**src/hw/rtl/mexp_pkg.sv**
```systemverilog
// mexp_pkg: shared types and constants for the modular exponentiation block
// holds the modulus, the Barrett reciprocal and the multiplier request/response structs
// no dependencies

package mexp_pkg;

  // field widths
  localparam int unsigned VAL_W = 30;
  localparam int unsigned EXP_W = 31;

  typedef logic [VAL_W-1:0] val_t;
  typedef logic [EXP_W-1:0] exp_t;

  // prime modulus and the fixed exponent used for the inverse
  localparam val_t       MOD_P   = 30'd1000000007;
  localparam exp_t       INV_EXP = 31'd1000000005;

  // Barrett reciprocal floor(2^60 / p), fits in 31 bits
  localparam logic [63:0] BarrettMuFull = (64'd1 << 60) / 64'd1000000007;
  localparam logic [30:0] BARRETT_MU    = BarrettMuFull[30:0];

  // modulus and twice the modulus at remainder width
  localparam logic [31:0] MOD_X1 = 32'd1000000007;
  localparam logic [31:0] MOD_X2 = 32'd2000000014;

  // request to the shared modular multiplier
  typedef struct packed {
    logic start;
    val_t a;
    val_t b;
  } mm_req_t;

  // response from the shared modular multiplier
  typedef struct packed {
    logic done;
    val_t res;
  } mm_rsp_t;

endpackage

```
**src/hw/rtl/mexp_chan_if.sv**
```systemverilog
// mexp_chan_if: valid/ready channel interfaces for requests and results
// depends on mexp_pkg for field types

interface mexp_in_if;
  import mexp_pkg::*;

  logic valid;
  logic ready;
  logic req_type;
  val_t base;
  exp_t exponent;

  modport source (output valid, output req_type, output base, output exponent, input ready);
  modport sink   (input valid, input req_type, input base, input exponent, output ready);
endinterface

interface mexp_out_if;
  import mexp_pkg::*;

  logic valid;
  logic ready;
  val_t power_result;

  modport source (output valid, output power_result, input ready);
  modport sink   (input valid, input power_result, output ready);
endinterface

```
**src/hw/rtl/mexp_mulmod.sv**
```systemverilog
// mexp_mulmod: shared modular multiplier, a*b mod p with Barrett reduction
// one 31x31 multiplier reused in three of its four phases; depends on mexp_pkg

module mexp_mulmod (
  input  logic              clk,
  input  logic              rst_n,
  input  mexp_pkg::mm_req_t req,
  output mexp_pkg::mm_rsp_t rsp
);
  import mexp_pkg::*;

  // phase codes
  localparam logic [2:0] PH_IDLE = 3'd0;
  localparam logic [2:0] PH_MUL  = 3'd1;
  localparam logic [2:0] PH_QEST = 3'd2;
  localparam logic [2:0] PH_QM   = 3'd3;
  localparam logic [2:0] PH_FIX  = 3'd4;

  logic [2:0]  phase_r, phase_nxt;
  val_t        a_r, b_r;
  logic [59:0] p_r;
  logic [30:0] q3_r;
  logic [31:0] t_r;
  logic        done_r;
  val_t        res_r;

  logic [30:0] mul_x, mul_y;
  logic [61:0] mul_out;
  logic [31:0] r_raw, r_fix;

  // operand select for the one multiplier
  always_comb begin
    case (phase_r)
      PH_MUL: begin
        mul_x = {1'b0, a_r};
        mul_y = {1'b0, b_r};
      end
      PH_QEST: begin
        mul_x = p_r[59:29];
        mul_y = BARRETT_MU;
      end
      PH_QM: begin
        mul_x = q3_r;
        mul_y = {1'b0, MOD_P};
      end
      default: begin
        mul_x = '0;
        mul_y = '0;
      end
    endcase
  end

  assign mul_out = mul_x * mul_y;

  // remainder below 3p, then one selected correction
  assign r_raw = p_r[31:0] - t_r;

  always_comb begin
    if (r_raw >= MOD_X2) begin
      r_fix = r_raw - MOD_X2;
    end else if (r_raw >= MOD_X1) begin
      r_fix = r_raw - MOD_X1;
    end else begin
      r_fix = r_raw;
    end
  end

  // phase sequencing
  always_comb begin
    case (phase_r)
      PH_IDLE: phase_nxt = req.start ? PH_MUL : PH_IDLE;
      PH_MUL:  phase_nxt = PH_QEST;
      PH_QEST: phase_nxt = PH_QM;
      PH_QM:   phase_nxt = PH_FIX;
      PH_FIX:  phase_nxt = PH_IDLE;
      default: phase_nxt = PH_IDLE;
    endcase
  end

  // control registers
  always_ff @(posedge clk) begin
    if (!rst_n) begin
      phase_r <= PH_IDLE;
      done_r  <= 1'b0;
    end else begin
      phase_r <= phase_nxt;
      done_r  <= (phase_r == PH_FIX);
    end
  end

  // datapath registers
  always_ff @(posedge clk) begin
    if (phase_r == PH_IDLE && req.start) begin
      a_r <= req.a;
      b_r <= req.b;
    end
    if (phase_r == PH_MUL) begin
      p_r <= mul_out[59:0];
    end
    if (phase_r == PH_QEST) begin
      q3_r <= mul_out[61:31];
    end
    if (phase_r == PH_QM) begin
      t_r <= mul_out[31:0];
    end
    if (phase_r == PH_FIX) begin
      res_r <= r_fix[29:0];
    end
  end

  assign rsp.done = done_r;
  assign rsp.res  = res_r;

endmodule

```
**src/hw/rtl/modular_exponentiation.sv**
```systemverilog
// modular_exponentiation: base^exponent mod 1000000007 by square-and-multiply
// sequencer around mexp_mulmod; depends on mexp_pkg and mexp_chan_if
//
//   channel   | dir | payload                        | handshake
//   ----------+-----+--------------------------------+-----------
//   in_chan   | in  | req_type, base[29:0], exp[30:0]| valid/ready
//   out_chan  | out | power_result[29:0]             | valid/ready
//
// each modular multiply runs on the shared multiplier; an item takes 31 squarings plus one
// multiply by the base per one bit in the exponent (exponent forced to p-2 for an inverse)
// in_chan.ready is high only while the sequencer is idle
// the result sits in an output register, so a stalled out_chan does not stop the
// next transaction from being accepted; only a second finished result waits
// reset (rst_n low, synchronous) clears the sequencer and the output valid

module modular_exponentiation (
  input  logic          clk,
  input  logic          rst_n,
  mexp_in_if.sink       in_chan,
  mexp_out_if.source    out_chan
);
  import mexp_pkg::*;

  // sequencer states
  localparam logic [2:0] ST_IDLE   = 3'd0;
  localparam logic [2:0] ST_SQR    = 3'd1;
  localparam logic [2:0] ST_SQR_W  = 3'd2;
  localparam logic [2:0] ST_MULB   = 3'd3;
  localparam logic [2:0] ST_MULB_W = 3'd4;
  localparam logic [2:0] ST_DONE   = 3'd5;

  logic [2:0] state_r, state_nxt;
  val_t       base_r, base_nxt;
  exp_t       exp_r, exp_nxt;
  val_t       acc_r, acc_nxt;
  logic [4:0] cnt_r, cnt_nxt;
  logic       out_valid_r, out_valid_nxt;
  val_t       out_res_r, out_res_nxt;

  mm_req_t    mm_req;
  mm_rsp_t    mm_rsp;
  logic       in_fire;
  logic       out_load;
  val_t       base_red;

  mexp_mulmod u_mulmod (
    .clk   (clk),
    .rst_n (rst_n),
    .req   (mm_req),
    .rsp   (mm_rsp)
  );

  assign in_chan.ready = (state_r == ST_IDLE);
  assign in_fire       = in_chan.valid && in_chan.ready;
  assign out_load      = (state_r == ST_DONE) && (!out_valid_r || out_chan.ready);

  // reduce an out-of-range base once
  assign base_red = (in_chan.base >= MOD_P) ? (in_chan.base - MOD_P) : in_chan.base;

  // multiplier requests
  always_comb begin
    mm_req.start = (state_r == ST_SQR) || (state_r == ST_MULB);
    mm_req.a     = acc_r;
    mm_req.b     = (state_r == ST_MULB) ? base_r : acc_r;
  end

  // sequencer next state
  always_comb begin
    state_nxt = state_r;
    base_nxt  = base_r;
    exp_nxt   = exp_r;
    acc_nxt   = acc_r;
    cnt_nxt   = cnt_r;
    case (state_r)
      ST_IDLE: begin
        if (in_fire) begin
          base_nxt  = base_red;
          exp_nxt   = in_chan.req_type ? INV_EXP : in_chan.exponent;
          acc_nxt   = 30'd1;
          cnt_nxt   = 5'(EXP_W - 1);
          state_nxt = ST_SQR;
        end
      end
      ST_SQR: begin
        state_nxt = ST_SQR_W;
      end
      ST_SQR_W: begin
        if (mm_rsp.done) begin
          acc_nxt = mm_rsp.res;
          if (exp_r[EXP_W-1]) begin
            state_nxt = ST_MULB;
          end else if (cnt_r == 5'd0) begin
            state_nxt = ST_DONE;
          end else begin
            cnt_nxt   = cnt_r - 5'd1;
            exp_nxt   = {exp_r[EXP_W-2:0], 1'b0};
            state_nxt = ST_SQR;
          end
        end
      end
      ST_MULB: begin
        state_nxt = ST_MULB_W;
      end
      ST_MULB_W: begin
        if (mm_rsp.done) begin
          acc_nxt = mm_rsp.res;
          if (cnt_r == 5'd0) begin
            state_nxt = ST_DONE;
          end else begin
            cnt_nxt   = cnt_r - 5'd1;
            exp_nxt   = {exp_r[EXP_W-2:0], 1'b0};
            state_nxt = ST_SQR;
          end
        end
      end
      ST_DONE: begin
        if (out_load) begin
          state_nxt = ST_IDLE;
        end
      end
      default: begin
        state_nxt = ST_IDLE;
      end
    endcase
  end

  // output register
  always_comb begin
    out_res_nxt   = out_res_r;
    out_valid_nxt = out_valid_r;
    if (out_load) begin
      out_res_nxt   = acc_r;
      out_valid_nxt = 1'b1;
    end else if (out_chan.ready) begin
      out_valid_nxt = 1'b0;
    end
  end

  // control registers
  always_ff @(posedge clk) begin
    if (!rst_n) begin
      state_r     <= ST_IDLE;
      out_valid_r <= 1'b0;
    end else begin
      state_r     <= state_nxt;
      out_valid_r <= out_valid_nxt;
    end
  end

  // payload registers
  always_ff @(posedge clk) begin
    base_r    <= base_nxt;
    exp_r     <= exp_nxt;
    acc_r     <= acc_nxt;
    cnt_r     <= cnt_nxt;
    out_res_r <= out_res_nxt;
  end

  assign out_chan.valid        = out_valid_r;
  assign out_chan.power_result = out_res_r;

endmodule

```
**src/flat_wrapper.sv**
```systemverilog
// flat-port wrapper written by rule: the top's interface ports become plain ports
module modular_exponentiation_flat import mexp_pkg::*;
  (clk, rst_n, in_chan_valid, in_chan_req_type, in_chan_base, in_chan_exponent, in_chan_ready, out_chan_valid, out_chan_power_result, out_chan_ready);
  mexp_in_if in_chan_i ();
  mexp_out_if out_chan_i ();
  input  logic clk;
  input  logic rst_n;
  input wire logic [$bits(in_chan_i.valid)-1:0] in_chan_valid;
  input wire logic [$bits(in_chan_i.req_type)-1:0] in_chan_req_type;
  input wire logic [$bits(in_chan_i.base)-1:0] in_chan_base;
  input wire logic [$bits(in_chan_i.exponent)-1:0] in_chan_exponent;
  output wire logic [$bits(in_chan_i.ready)-1:0] in_chan_ready;
  output wire logic [$bits(out_chan_i.valid)-1:0] out_chan_valid;
  output wire logic [$bits(out_chan_i.power_result)-1:0] out_chan_power_result;
  input wire logic [$bits(out_chan_i.ready)-1:0] out_chan_ready;
  assign in_chan_i.valid = in_chan_valid;
  assign in_chan_i.req_type = in_chan_req_type;
  assign in_chan_i.base = in_chan_base;
  assign in_chan_i.exponent = in_chan_exponent;
  assign in_chan_ready = in_chan_i.ready;
  assign out_chan_valid = out_chan_i.valid;
  assign out_chan_power_result = out_chan_i.power_result;
  assign out_chan_i.ready = out_chan_ready;
  modular_exponentiation u_core (.clk(clk), .rst_n(rst_n), .in_chan(in_chan_i), .out_chan(out_chan_i));
endmodule
```
**config.mk**
```make
export PLATFORM = sky130hd
export DESIGN_NAME = modular_exponentiation_flat
export DESIGN_NICKNAME = d
export VERILOG_FILES = /design/src/hw/rtl/mexp_pkg.sv /design/src/hw/rtl/mexp_chan_if.sv /design/src/hw/rtl/mexp_mulmod.sv /design/src/hw/rtl/modular_exponentiation.sv /design/src/flat_wrapper.sv
export SDC_FILE = /design/constraint.sdc
export NUM_CORES = 2
export LEC_CHECK = 0
export BUFFER_PORTS_ARGS = -buffer_cell sky130_fd_sc_hd__buf_2
export CAP_MARGIN = 5
export CORE_MARGIN = 10
export CORE_UTILIZATION = 70
export DETAILED_ROUTE_END_ITERATION = 6
export PLACE_DENSITY = 0.87
export REMOVE_ABC_BUFFERS = 1
export SYNTH_ARGS = -nofsm -noshare
export SYNTH_HDL_FRONTEND = slang
export SYNTH_SLANG_ARGS = --single-unit
```
**constraint.sdc**
```tcl
create_clock -name clk -period 20.9 [get_ports clk]
set_clock_uncertainty 0.2 [all_clocks]
set_input_delay 0 -clock clk [delete_from_list [all_inputs] [get_ports clk]]
set_output_delay 0 -clock clk [all_outputs]
set_load 0.02 [all_outputs]
```
==> results.cfg <==
[worst_setup_path]
critPathMaxFanout = 71
worstPathArrival_ps = 12310
crit_path_frequent_cell = fa_1
cp_slowest_cell = a21o_1
critPathRequiredTime_ps = 21050
cp-end-kind = flop
cp-start-kind = flop
slowest_delay_ps = 890
critPathKind = flop to flop

[logic_synthesis]
synth-async-reset-ratio_pct = 0
synth.top_cell.area_share_pct = 36.6
seq_area_frac_synth_pct = 22.5
synth_cells = 4642
synth_edf_count = 339
synthesis.area_um2 = 45900
synth_area_per_cell_um2 = 9.88
synth_top_cell_by_area = fa_1
ys_warn_count = 0
ys_types = 86
yosysMostFrequentCell = inv_1
synthTopCellsByCount = inv_1, fa_1, nor2_1
ys_ff_latch = 347
yosys-top-cells-area = fa_1, edfxtp_1, ha_1
ys.flop_type = edfxtp_1

[die]
start_util_pct = 70.9
row_count = 93
io_pins = 98
fp.coreArea_um2 = 64700
dieArea_um2 = 76200
die_h_um = 276
die_w_um = 276

[clock_network]
cts_tree = yes
clk_latency_ps = 570
root_buffer = clkbuf_16
numCtsBuffers = 36
clk_path_buf_depth = 3
cts.reportedPaths.clkPinSlew_ps = 80
htree_levels = 2
post_cts_resized = 0
cts_sinks = 347

[power_and_ir_drop]
p_comb_share_pct = 46.1
p_int_w = 0.00163
peakVddDrop_mv = 0.0800
p_clk_share_pct = 22.4
power_w = 0.00287
p_sw_w = 0.00124
seqPwrFrac_pct = 31.5
swShare_pct = 43.2
p_leak_nw = 23.0
p_per_area_nw_per_um2 = 57.7

[placement]
postPlaceCellArea_um2 = 47600
gp_congestion = 1.02
dp.final_hpwl_um = 111000
port_buffers = 97

[run_status]
status = completed

[sta]
grt_setup_unrepaired = false
hold_viol = 0
worst_slew_pin_slew_ps = 1320
post-route-period-util_pct = 58.2
fmax_mhz = 82.2
slew_headroom_pct = 11.8
fin_crit_ps = 12160
maxSlewViolCount = 0
setup_viol = 0
setup_tns_ps = 0

[layout]
stdcell_area_um2 = 49700
synthToLayoutAreaGrowth_pct = 8.40
drive_gt1_share_pct = 7.00
final_nets = 5968

[grt]
grt_pass1_vias = 39500
grt.overflow.total = 0
grt_max_degree = 72
track_usage_pct = 40.1
grt_pass1_wl_um = 234000
grt_antenna_before_repair = 7

[route]
dr.pass1.iters = 6
drcViolationCount = 0
wl_um = 154000
viasPerCell = 6.58
post_drt_wl_per_cell_um = 27.3
drt_iter0_drc = 5032
detail-route-antenna-nets = 0
via_count = 37200

[flow_run]
cap_violations = 0

[min_path]
holdCritPathClass = input pin to flop
[layer usage]
metal	track usage (%)	wire length (µm)	vias up
met4	28.1	14200	8
met1	47.7	49300	18100
met2	59.8	67000	3331
met3	15.2	23800	947
met5	0	51	-
li1	-	-	14900
[worst max-delay path, delay by kind of cell (launching register included)]
kind	cells	cell delay [ps]
AO/OA/AOI/OAI	11	3420
adder cells (fa/ha/maj)	9	4120
flip-flops	1	610
XOR/XNOR	1	320
buffers and inverters	6	1170
AND/OR/NAND/NOR	4	2070
[state kept, by name, indices dropped and copies added, names as in the netlist]
register,flops
u_core.u_mulmod.p_r,60
u_core.cnt_r,5
u_core.exp_r,31
u_core.base_r,30
u_core.u_mulmod.t_r,32
u_core.u_mulmod.done_r,1
u_core.out_chan.valid,1
u_core.acc_r,30
u_core.u_mulmod.b_r,30
u_core.u_mulmod.res_r,30
u_core.u_mulmod.a_r,30
u_core.state_r,3
u_core.u_mulmod.q3_r,31
u_core.out_chan.power_result,30
u_core.u_mulmod.phase_r,3
[power by group through the flow]
stage / Combinational, W / Sequential [W] / Clock [W]
after CTS: 0.00125 / 0.000898 / 0.000626
after global routing: 0.00139 / 0.000905 / 0.000662
after global placement: 0.00119 / 0.000909 / 0
after floorplan: 0.000764 / 0.000894 / 0
after detailed placement: 0.00121 / 0.000911 / 0
final: 0.00132 / 0.000904 / 0.000643
[cell families (layout without fill, tap and decap cells)]
| family | after synthesis | in the layout | synth area share (%) |
|---|---|---|---|
| simple gates | 1443 | 1443 | 13.3 |
| compound gates | 510 | 510 | 7.72 |
| buf+inv | 1044 | 1198 | 8.55 |
| mux | 34 | 34 | 0.826 |
| fa+ha+maj | 1129 | 1129 | 44.5 |
| xor+xnor | 133 | 133 | 2.54 |
| flops | 347 | 347 | 22.5 |
| other cells | 2 | 11 | 0.0164 |
[placed cells by master, fill, tap and decap left out, drive strengths merged, types with 18 or more instances in the layout]
| cell | count |
|---|---|
| mux2 | 31 |
| a221oi | 26 |
| and2 | 86 |
| a21o | 65 |
| a211oi | 19 |
| a221o | 20 |
| o21ai | 93 |
| nor2 | 594 |
| edfxtp | 339 |
| nand2 | 560 |
| o21a | 18 |
| nor3 | 30 |
| a21oi | 119 |
| nand2b | 23 |
| nor2b | 20 |
| nand3 | 42 |
| xor2 | 50 |
| ha | 291 |
| xnor2 | 83 |
| and3 | 19 |
| inv | 845 |
| clkbuf | 54 |
| buf | 190 |
| fa | 838 |
| dlygate4sd3 | 102 |
[path summary, 6_finish.rpt]
path,start,end,slack [ps],cells past startpoint
setup / recovery,u_core.u_mulmod.phase_r[0],u_core.u_mulmod.q3_r[26],8740,31
hold / removal,in_chan_exponent[8],u_core.exp_r[8],80,3
setup reg to reg,u_core.u_mulmod.phase_r[0],u_core.u_mulmod.q3_r[26],8740,31
hold reg to reg,u_core.acc_r[4],u_core.out_chan.power_result[4],300,0
[repair_timing]
action / in CTS / in global routing
endpoints found under the hold margin: 99 / 0
setup buffers: 0 / 0
hold buffers: 102 / 0
[area by class of cell]
type,instances,area (µm²)
multi-input cells,3255,31800
fillers,4082,15000
flip-flops and latches,347,10300
inverters,841,3160
repair buffers,292,2210
well taps,855,1070
clock buffers,54,988
clock inverters,11,119
diodes,5,12.5
[stage by stage]
step                      utilization, %  std cells  setup WS (ps)  hold WS (ps)
final                               76.9       5660           8740          84.9
after floorplan                        -       4443           5850         -82.2
after detailed placement            73.5       5487           9220          93.5
after global placement              73.5       5487           9490          85.9
after CTS                           76.8       5654           9220          49.1
after global routing                76.9       5655           8290          98.7
No activity file was read; power rests on OpenSTA's default activity.
